### src/selective_repeat_sender_window_macros.svh
// Assertion macros shared by the selective-repeat sender window RTL.
`ifndef SELECTIVE_REPEAT_SENDER_WINDOW_MACROS_SVH
`define SELECTIVE_REPEAT_SENDER_WINDOW_MACROS_SVH

`ifndef ASSERT_OFF
// expr must hold at every clock edge outside reset
`define SRSW_ASSERT_ALWAYS(label, clk, rst_n, expr) \
	label: assert property (@(posedge clk) disable iff (!rst_n) (expr)) \
		else $error("assertion failed");
// when ante holds, cons must hold in the same cycle
`define SRSW_ASSERT_IMPLIES(label, clk, rst_n, ante, cons) \
	label: assert property (@(posedge clk) disable iff (!rst_n) (ante) |-> (cons)) \
		else $error("assertion failed");
// when ante holds, cons must hold in the next cycle
`define SRSW_ASSERT_NEXT(label, clk, rst_n, ante, cons) \
	label: assert property (@(posedge clk) disable iff (!rst_n) (ante) |=> (cons)) \
		else $error("assertion failed");
`else
`define SRSW_ASSERT_ALWAYS(label, clk, rst_n, expr)
`define SRSW_ASSERT_IMPLIES(label, clk, rst_n, ante, cons)
`define SRSW_ASSERT_NEXT(label, clk, rst_n, ante, cons)
`endif

`endif

### src/srsw_pkg.sv
// Types, codes and defaults for the selective-repeat sender window.
package srsw_pkg;

	// parameter defaults
	localparam int DEF_WINDOW       = 8;
	localparam int DEF_SEQ_BITS     = 8;
	localparam int DEF_PAYLOAD_BITS = 64;

	// fixed port field widths
	localparam int PAY_W    = 64;
	localparam int SEQ_W    = 8;
	localparam int WIU_W    = 4;
	localparam logic [WIU_W-1:0] WIU_RESET = 4'd4;

	// command codes
	localparam logic [1:0] CMD_SEND    = 2'd0;
	localparam logic [1:0] CMD_ACK     = 2'd1;
	localparam logic [1:0] CMD_TIMEOUT = 2'd2;

	// status codes
	localparam logic [2:0] ST_SENT    = 3'd0;
	localparam logic [2:0] ST_REFUSED = 3'd1;
	localparam logic [2:0] ST_ACK_OK  = 3'd2;
	localparam logic [2:0] ST_ACK_IGN = 3'd3;
	localparam logic [2:0] ST_RESENT  = 3'd4;
	localparam logic [2:0] ST_TO_IGN  = 3'd5;

	// timer actions
	localparam logic [1:0] TMR_NONE    = 2'd0;
	localparam logic [1:0] TMR_START   = 2'd1;
	localparam logic [1:0] TMR_STOP    = 2'd2;
	localparam logic [1:0] TMR_RESTART = 2'd3;

	typedef struct packed {
		logic [1:0]       command;
		logic [PAY_W-1:0] payload;
		logic [SEQ_W-1:0] target_seq;
		logic             checksum_ok;
	} req_t;

	typedef struct packed {
		logic [2:0]       status;
		logic [SEQ_W-1:0] seq_number;
		logic [PAY_W-1:0] packet_payload;
		logic [1:0]       timer_action;
		logic [SEQ_W-1:0] window_base;
		logic             window_full;
	} rsp_t;

	// per-cell control from the sequencer
	typedef struct packed {
		logic shift;
		logic load;
		logic mark;
	} cell_ctrl_t;

	typedef enum logic [1:0] {
		FSM_IDLE,
		FSM_EXEC,
		FSM_SLIDE
	} fsm_t;

endpackage

### src/selective_repeat_sender_window.sv
// Top level: selective-repeat ARQ sender window built as a row of slot cells.
//
// Usage:
//  - Command channel: request is taken at a clock edge with start high and
//    busy low. command 0 sends payload, 1 reports an ack for target_seq,
//    2 reports a timer expiry for target_seq.
//  - Result channel: one result per command, shown on result for exactly one
//    cycle while done is high. The receiver cannot stall it.
//  - Config: cfg_we writes cfg_wdata into the window size register (0 acts as
//    1, clamped to the cell count); write only while the block is idle.
//  - Sequence: the accept edge moves the block to EXEC, and done is registered
//    from EXEC for send, timeout and acks that do not hit the window base. An
//    ack at the base goes on to SLIDE, where the window slides while it is not
//    empty and its base slot is confirmed; done is registered when it stops.
//  - Overlap: no new command is taken while busy; the next command may be taken
//    in the cycle done is high. The slide is bound by the cell row moving
//    one slot per cycle.
//  - Reset: window empty, base and next sequence zero, window size 4.
`include "selective_repeat_sender_window_macros.svh"

module selective_repeat_sender_window #(
	parameter int WINDOW       = srsw_pkg::DEF_WINDOW,
	parameter int SEQ_BITS     = srsw_pkg::DEF_SEQ_BITS,
	parameter int PAYLOAD_BITS = srsw_pkg::DEF_PAYLOAD_BITS
) (
	input  logic                        clk,
	input  logic                        arst_n,
	input  logic                        start,
	output logic                        busy,
	input  srsw_pkg::req_t              request,
	output logic                        done,
	output srsw_pkg::rsp_t              result,
	input  logic                        cfg_we,
	input  logic [srsw_pkg::WIU_W-1:0]  cfg_wdata
);

	localparam int HALF  = 1 << (SEQ_BITS - 1);
	localparam int NCELL = (WINDOW < HALF) ? WINDOW : HALF;
	localparam logic [SEQ_BITS-1:0] LIM = SEQ_BITS'(NCELL);
	localparam logic [SEQ_BITS-1:0] ONE = SEQ_BITS'(1);

	srsw_pkg::fsm_t state_q, state_d;

	logic [srsw_pkg::WIU_W-1:0] wiu_q;
	logic [SEQ_BITS-1:0]        base_q, next_q;
	logic                       done_q;
	srsw_pkg::rsp_t             res_q;

	// captured command
	logic [1:0]              cmd_q;
	logic [PAYLOAD_BITS-1:0] pay_q;
	logic [SEQ_BITS-1:0]     tgt_q;
	logic                    ck_q;

	logic accept;
	assign accept = start && !busy;
	assign busy   = (state_q != srsw_pkg::FSM_IDLE);

	// cell row, with a zero neighbor past the last cell
	srsw_pkg::cell_ctrl_t    ctrl [NCELL];
	logic                    conf [NCELL+1];
	logic [PAYLOAD_BITS-1:0] pay  [NCELL+1];

	assign conf[NCELL] = 1'b0;
	assign pay[NCELL]  = '0;

	for (genvar k = 0; k < NCELL; k++) begin : g_cell
		srsw_cell #(
			.PAYLOAD_BITS(PAYLOAD_BITS)
		) u_cell (
			.clk      (clk),
			.arst_n   (arst_n),
			.ctrl     (ctrl[k]),
			.wdata    (pay_q),
			.nbr_conf (conf[k+1]),
			.nbr_pay  (pay[k+1]),
			.conf     (conf[k]),
			.pay      (pay[k])
		);
	end

	// window occupancy and effective size
	logic [SEQ_BITS-1:0] outst, off, eff, wiu_ext, outst_new;
	logic                full_now, full_after, in_win;

	assign outst   = next_q - base_q;
	assign off     = tgt_q - base_q;
	assign in_win  = (off < outst);
	assign wiu_ext = SEQ_BITS'(wiu_q);
	assign eff     = (wiu_ext == '0) ? ONE : ((wiu_ext > LIM) ? LIM : wiu_ext);
	assign full_now = (outst >= eff);

	// slot selected by target offset
	logic                    conf_sel;
	logic [PAYLOAD_BITS-1:0] pay_sel;

	always_comb begin
		conf_sel = 1'b0;
		pay_sel  = '0;
		for (int k = 0; k < NCELL; k++) begin
			if (SEQ_BITS'(k) == off) begin
				conf_sel = conf[k];
				pay_sel  = pay[k];
			end
		end
	end

	// command decision
	logic [2:0]              st_d;
	logic [SEQ_BITS-1:0]     seq_d;
	logic [PAYLOAD_BITS-1:0] opay_d;
	logic [1:0]              tmr_d;
	logic                    send_ok, ack_ok, go_slide;

	always_comb begin
		st_d     = srsw_pkg::ST_TO_IGN;
		seq_d    = tgt_q;
		opay_d   = '0;
		tmr_d    = srsw_pkg::TMR_NONE;
		send_ok  = 1'b0;
		ack_ok   = 1'b0;
		go_slide = 1'b0;
		case (cmd_q)
			srsw_pkg::CMD_SEND: begin
				seq_d = next_q;
				if (full_now) begin
					st_d = srsw_pkg::ST_REFUSED;
				end else begin
					st_d    = srsw_pkg::ST_SENT;
					opay_d  = pay_q;
					tmr_d   = srsw_pkg::TMR_START;
					send_ok = 1'b1;
				end
			end
			srsw_pkg::CMD_ACK: begin
				if (ck_q && in_win) begin
					st_d     = srsw_pkg::ST_ACK_OK;
					tmr_d    = srsw_pkg::TMR_STOP;
					ack_ok   = 1'b1;
					go_slide = (off == '0);
				end else begin
					st_d = srsw_pkg::ST_ACK_IGN;
				end
			end
			srsw_pkg::CMD_TIMEOUT: begin
				if (in_win && !conf_sel) begin
					st_d   = srsw_pkg::ST_RESENT;
					opay_d = pay_sel;
					tmr_d  = srsw_pkg::TMR_RESTART;
				end
			end
			default: begin
				st_d = srsw_pkg::ST_TO_IGN;
			end
		endcase
	end

	assign outst_new  = send_ok ? (outst + ONE) : outst;
	assign full_after = (outst_new >= eff);

	// slide one slot a cycle while the window is not empty and the base slot is confirmed
	logic shift_en;
	assign shift_en = (state_q == srsw_pkg::FSM_SLIDE) && (outst != '0) && conf[0];

	// next state
	always_comb begin
		state_d = state_q;
		case (state_q)
			srsw_pkg::FSM_IDLE: begin
				if (accept) begin
					state_d = srsw_pkg::FSM_EXEC;
				end
			end
			srsw_pkg::FSM_EXEC: begin
				state_d = go_slide ? srsw_pkg::FSM_SLIDE : srsw_pkg::FSM_IDLE;
			end
			srsw_pkg::FSM_SLIDE: begin
				if (!shift_en) begin
					state_d = srsw_pkg::FSM_IDLE;
				end
			end
			default: begin
				state_d = srsw_pkg::FSM_IDLE;
			end
		endcase
	end

	// cell controls
	always_comb begin
		for (int k = 0; k < NCELL; k++) begin
			ctrl[k].shift = shift_en;
			ctrl[k].load  = (state_q == srsw_pkg::FSM_EXEC) && send_ok &&
				(SEQ_BITS'(k) == outst);
			ctrl[k].mark  = (state_q == srsw_pkg::FSM_EXEC) && ack_ok &&
				(SEQ_BITS'(k) == off);
		end
	end

	// control registers
	always_ff @(posedge clk or negedge arst_n) begin
		if (!arst_n) begin
			state_q <= srsw_pkg::FSM_IDLE;
			wiu_q   <= srsw_pkg::WIU_RESET;
			base_q  <= '0;
			next_q  <= '0;
			done_q  <= 1'b0;
		end else begin
			state_q <= state_d;
			if (cfg_we) begin
				wiu_q <= cfg_wdata;
			end
			if (state_q == srsw_pkg::FSM_EXEC && send_ok) begin
				next_q <= next_q + ONE;
			end
			if (shift_en) begin
				base_q <= base_q + ONE;
			end
			done_q <= ((state_q == srsw_pkg::FSM_EXEC) && !go_slide) ||
				((state_q == srsw_pkg::FSM_SLIDE) && !shift_en);
		end
	end

	// command capture and result register
	always_ff @(posedge clk) begin
		if (accept) begin
			cmd_q <= request.command;
			pay_q <= PAYLOAD_BITS'(request.payload);
			tgt_q <= SEQ_BITS'(request.target_seq);
			ck_q  <= request.checksum_ok;
		end
		if (state_q == srsw_pkg::FSM_EXEC) begin
			res_q.status         <= st_d;
			res_q.seq_number     <= srsw_pkg::SEQ_W'(seq_d);
			res_q.packet_payload <= srsw_pkg::PAY_W'(opay_d);
			res_q.timer_action   <= tmr_d;
			res_q.window_base    <= srsw_pkg::SEQ_W'(base_q);
			res_q.window_full    <= full_after;
		end else if (state_q == srsw_pkg::FSM_SLIDE && !shift_en) begin
			res_q.window_base <= srsw_pkg::SEQ_W'(base_q);
			res_q.window_full <= full_now;
		end
	end

	assign done   = done_q;
	assign result = res_q;

	// checks
	`SRSW_ASSERT_ALWAYS(a_outst_bound, clk, arst_n, outst <= LIM)
	`SRSW_ASSERT_IMPLIES(a_head_open, clk, arst_n, (state_q == srsw_pkg::FSM_IDLE) && (outst != '0), !conf[0])
	`SRSW_ASSERT_NEXT(a_slide_step, clk, arst_n, shift_en, base_q == SEQ_BITS'($past(base_q) + ONE))
	`SRSW_ASSERT_NEXT(a_done_pulse, clk, arst_n, done_q, !done_q)
	`SRSW_ASSERT_NEXT(a_busy_after_accept, clk, arst_n, accept, busy && !done_q)

endmodule

### src/srsw_cell.sv
// One window slot: confirmed mark and stored payload, shifts toward the base.
module srsw_cell #(
	parameter int PAYLOAD_BITS = srsw_pkg::DEF_PAYLOAD_BITS
) (
	input  logic                    clk,
	input  logic                    arst_n,
	input  srsw_pkg::cell_ctrl_t    ctrl,
	input  logic [PAYLOAD_BITS-1:0] wdata,
	input  logic                    nbr_conf,
	input  logic [PAYLOAD_BITS-1:0] nbr_pay,
	output logic                    conf,
	output logic [PAYLOAD_BITS-1:0] pay
);

	logic                    conf_q;
	logic [PAYLOAD_BITS-1:0] pay_q;

	// confirmed mark: shift beats load beats mark
	always_ff @(posedge clk or negedge arst_n) begin
		if (!arst_n) begin
			conf_q <= 1'b0;
		end else if (ctrl.shift) begin
			conf_q <= nbr_conf;
		end else if (ctrl.load) begin
			conf_q <= 1'b0;
		end else if (ctrl.mark) begin
			conf_q <= 1'b1;
		end
	end

	// payload, no reset
	always_ff @(posedge clk) begin
		if (ctrl.shift) begin
			pay_q <= nbr_pay;
		end else if (ctrl.load) begin
			pay_q <= wdata;
		end
	end

	assign conf = conf_q;
	assign pay  = pay_q;

endmodule
### config.mk
export PLATFORM = sky130hd
export DESIGN_NAME = selective_repeat_sender_window
export DESIGN_NICKNAME = d
export VERILOG_FILES = /design/src/srsw_pkg.sv /design/src/selective_repeat_sender_window.sv /design/src/srsw_cell.sv
export VERILOG_INCLUDE_DIRS = /design/src /design/src/src
export SDC_FILE = /design/constraint.sdc
export NUM_CORES = 1
export LEC_CHECK = 0
export ABC_AREA = 1
export BUFFER_PORTS_ARGS = -buffer_cell sky130_fd_sc_hd__buf_2
export CAP_MARGIN = 20
export CORE_MARGIN = 2
export CORE_UTILIZATION = 40
export DETAILED_ROUTE_END_ITERATION = 12
export PLACE_DENSITY_LB_ADDON = 0.12
export SLEW_MARGIN = 15
export SYNTH_ARGS = -nofsm -noshare
export SYNTH_HDL_FRONTEND = slang
export SYNTH_SLANG_ARGS = --single-unit
### constraint.sdc
create_clock -name clk -period 22.6 [get_ports clk]
set_input_delay 1.13 -clock clk [delete_from_list [all_inputs] [get_ports clk]]
set_output_delay 1.13 -clock clk [all_outputs]
set_load 0.005 [all_outputs]
==> metrics.md <==
| Metric | Value |
|---|---|
| Status | completed |
| First-pass GRT wire length | 141,000 um |
| Commonest cells post-synth | 1,199 x nand2_1, 609 x edfxtp_1, 272 x nand4_1, 234 x nor2_1, 213 x inv_1 |
| Main synth FF type | edfxtp_1 |
| CTS tree | yes |
| Tot GR Track Use | 22.2% |
| Inserted Clock Buffers | 80 |
| FILL cells | 7,601 |
| P_sw | 790 uW |
| Hold WC Path Type | reg2reg |
| Crit path max-delay cell type | buf_4 |
| WL met2 | 43,900 um |
| #FFs+latches synth | 704 |
| Area Growth Syn to Fin | 13.7% |
| 1st-iter DRT viols | 1,953 |
| Antenna violations before repair | 1 |
| DR top layer | met4 |
| Non-Filler Instances | 4,555 |
| Vias | 24.1k |
| RSZ-0062 raised after global routing | no |
| Worst setup EP type | flop |
| Core Area | 0.0800 mm^2 |
| Setup_tns | 0 ns |
| Clock transition at path regs | 0.06 ns |
| Register Area | 0.0203 mm^2 |
| Internal power | 2.31 mW |
| Clock Tree Root | clkbuf_16 |
| Crit share post-route | 24.9% |
| Final Setup Violations | 0 |
| Number of port buffers | 170 |
| Asr flop ratio synth | 4.40% |
| Clock power share | 41.0% |
| Syn avg cell area | 9.69 um^2 |
| Gate power share | 10.9% |
| Fmax | 178 MHz |
| Synth cell types | 40 |
| Dpl hpwl | 50,300 um |
| Post-synth top area share | 56.8% |
| Vias in the first global route | 23.8k |
| Final net count | 3,550 |
| Most used cell, CP | nand2_1 |
| Grt ovf | 0 |
| Reg-to-reg critical path startpoint | base_q[0]$_DFFE_PN0P_ |
| Post-cts resize count | 0 |
| Antenna diodes | 0 |
| Ys Warns | 0 |
| Switching Fraction | 25.5% |
| Worst setup path start | base_q[0]$_DFFE_PN0P_ |
| Die area | 0.0827 mm^2 |
| Row cnt | 104 |
| Flop pwr share | 48.0% |
| Initial Util | 40.2% |
| Sequential area share after synthesis | 63.2% |
| I/O pin count | 171 |
| Met3 WL | 5400 um |
| Final ANT Viol Nets | 0 |
| Worst-case vdd ir drop | 0.0541 mV |
| Layout Skew | 0.0279 ns |
| Leading post-synthesis cells by cell area | edfxtp_1 57%, nand2_1 14%, nand4_1 5.3% |
| Fraction of layout cells with a size suffix above 1 | 11.2% |
| Area of the multi-input gates | 0.0103 mm^2 |
| Routed wire length | 92,000 um |
| Combined buffer and inverter count along the critical path | 6 |
| Synth Cell Area | 0.0322 mm^2 |
| First-pass iteration count of the detailed router | 6 |
| Max stage delay on crit path | 0.87 ns |
| Pleak | 14.5 nW |
| Critical path arrival | 5.99 ns |
| CTS max path bufs | 3 |
| # Max-Cap Violations | 0 |
| Cell with the most instances after synthesis | nand2_1 |
| Required @ worst endpoint | 22.97 ns |
| Sink Count | 704 |
| Die X | 288 um |
| Post-CTS Hold Buffers | 0 |
| Top delay family on crit path | buffers and inverters |
| Dpl ws | 16.97 ns |
| Setup ws final | 16.98 ns |
| Worst path cell trace | ha_1 -> fa_1 -> inv_1 -> nand3_1 -> nand2_1 -> xor2_2 -> nor2_4 -> buf_4 -> and2_4 -> nand2_1 -> inv_2 -> buf_4 -> a21oi_1 -> nand3_1 -> nand2_1 -> nand2_2 -> inv_2 -> buf_4 -> nand2_1 -> nand2_1 |
| Post-synth EDFFs | 609 |
| Height of the die | 288 um |
| Setup Fix Bufs, Post-CTS | 0 |
| Worst slew pin tran | 1.15 ns |
| Worst-Skew Late Latency | 0.63 ns |
| Cell accounting for the most synthesized area | edfxtp_1 |
| Vias per cell | 5.28 |
| Syn Inst Count | 3,322 |
| Worst hold start | base_q[6]$_DFFE_PN0P_ |
| Largest net degree at the start of global routing | 183 |
| Crit start category | flop |
| DRC violations left | 0 |
| Gpl congestion | 0.792 |
| Post-Place Cells | 4,406 |
| DRT met1 WL | 40,200 um |
| Setup CP Type | reg2reg |
| CP Max Fanout | 90 |
| Pwr/cell area | 84.8 mW/mm^2 |
| Worst slew margin | 23.2% |
| Syn Nets | 3,441 |
| Max-slew violations | 0 |
| WL/cell | 20.2 um |
| Min Tclk post-route | 5.62 ns |
| CTS H-Tree Depth | 3 |
| Fin. Hold Viols | 0 |
==> kinds of logic after synthesis <==
logic type | share of synthesized area (%)
DFF | 63.2
adders and majority gates | 1.45
and+or+nand+nor | 25.5
AOI/OAI and AO/OA | 3.98
buffers and inverters | 5.16
xor gates and xnor gates | 0.676
==> flip-flops by register name, indices dropped and copies added (netlist names) <==
name	flops
base_q	8
ck_q	1
cmd_q	2
done	1
g_cell.u_cell.conf	8
g_cell.u_cell.pay	512
next_q	8
pay_q	64
result	86
state_q	2
tgt_q	8
wiu_q	4
==> placed cells by master, fill, tap and decap left out, types with 14 or more instances in the layout <==
cell	netlist	final
nand2_1	1199	1198
edfxtp_1	609	609
nand4_1	272	272
nor2_1	234	229
inv_1	213	212
buf_2	60	170
o21ai_0	160	154
nand3_1	94	94
clkbuf_16	0	84
a21oi_1	79	79
dfxtp_1	64	64
nor3_1	62	62
buf_4	6	36
ha_1	34	34
dfrtp_1	30	30
xor2_1	22	22
nand2_2	22	22
clkinv_2	0	17
clkbuf_1	98	17
clkinv_1	1	14
==> final timing paths <==
kind,end,slack (ns),depth (start not counted)
worst max register to register,result[72]$_DFFE_PP_,16.98,20
worst min-delay path,result[7]$_DFFE_PP_,0.48,0
min in group asynchronous,base_q[4]$_DFFE_PN0P_,0.62,1
worst min register to register,result[7]$_DFFE_PP_,0.48,0
max in group asynchronous,g_cell[3].u_cell.conf$_DFFE_PN0P_,21.43,1
worst max-delay path,result[72]$_DFFE_PP_,16.98,20
==> area by class of cell <==
class / instances / area share, %
sequential: 704 / 55.6
multi-input combinational: 2215 / 28.2
clock buffer: 108 / 6.18
tap: 1060 / 3.62
timing repair buffer: 210 / 3.32
inverter: 220 / 2.28
clock inverter: 38 / 0.814
==> routing by layer <==
layer  up-vias  GRT usage (%)
met3       137           3.33
li1      11500              -
met2       777           37.1
met4         0           6.62
met5         -              0
met1     11700           29.9
==> per-stage QoR <==
| stage | power (mW) | hold WS (ns) | utilization (%) | cell area, um^2 |
|---|---|---|---|---|
| 4_1_cts | 3.14 | 0.484 | 45.6 | 36500 |
| 5_1_grt | 3.23 | 0.513 | 45.7 | 36600 |
| 3_3_place_gp | 1.85 | 0.467 | 42.4 | 33900 |
| 2_1_floorplan | 1.73 | 0.447 | - | 32200 |
| 6_report | 3.10 | 0.481 | 45.7 | 36600 |
| 3_5_place_dp | 1.86 | 0.465 | 42.4 | 34000 |
==> power groups by stage <==
stage / sequential, mW / clock, mW / combinational [mW]
after global placement: 1.52 / 0 / 0.330
after detailed placement: 1.52 / 0 / 0.341
final: 1.49 / 1.27 / 0.340
after CTS: 1.49 / 1.30 / 0.342
after floorplan: 1.51 / 0 / 0.219
after global routing: 1.49 / 1.35 / 0.385
Power figures use the tool's default switching activity.
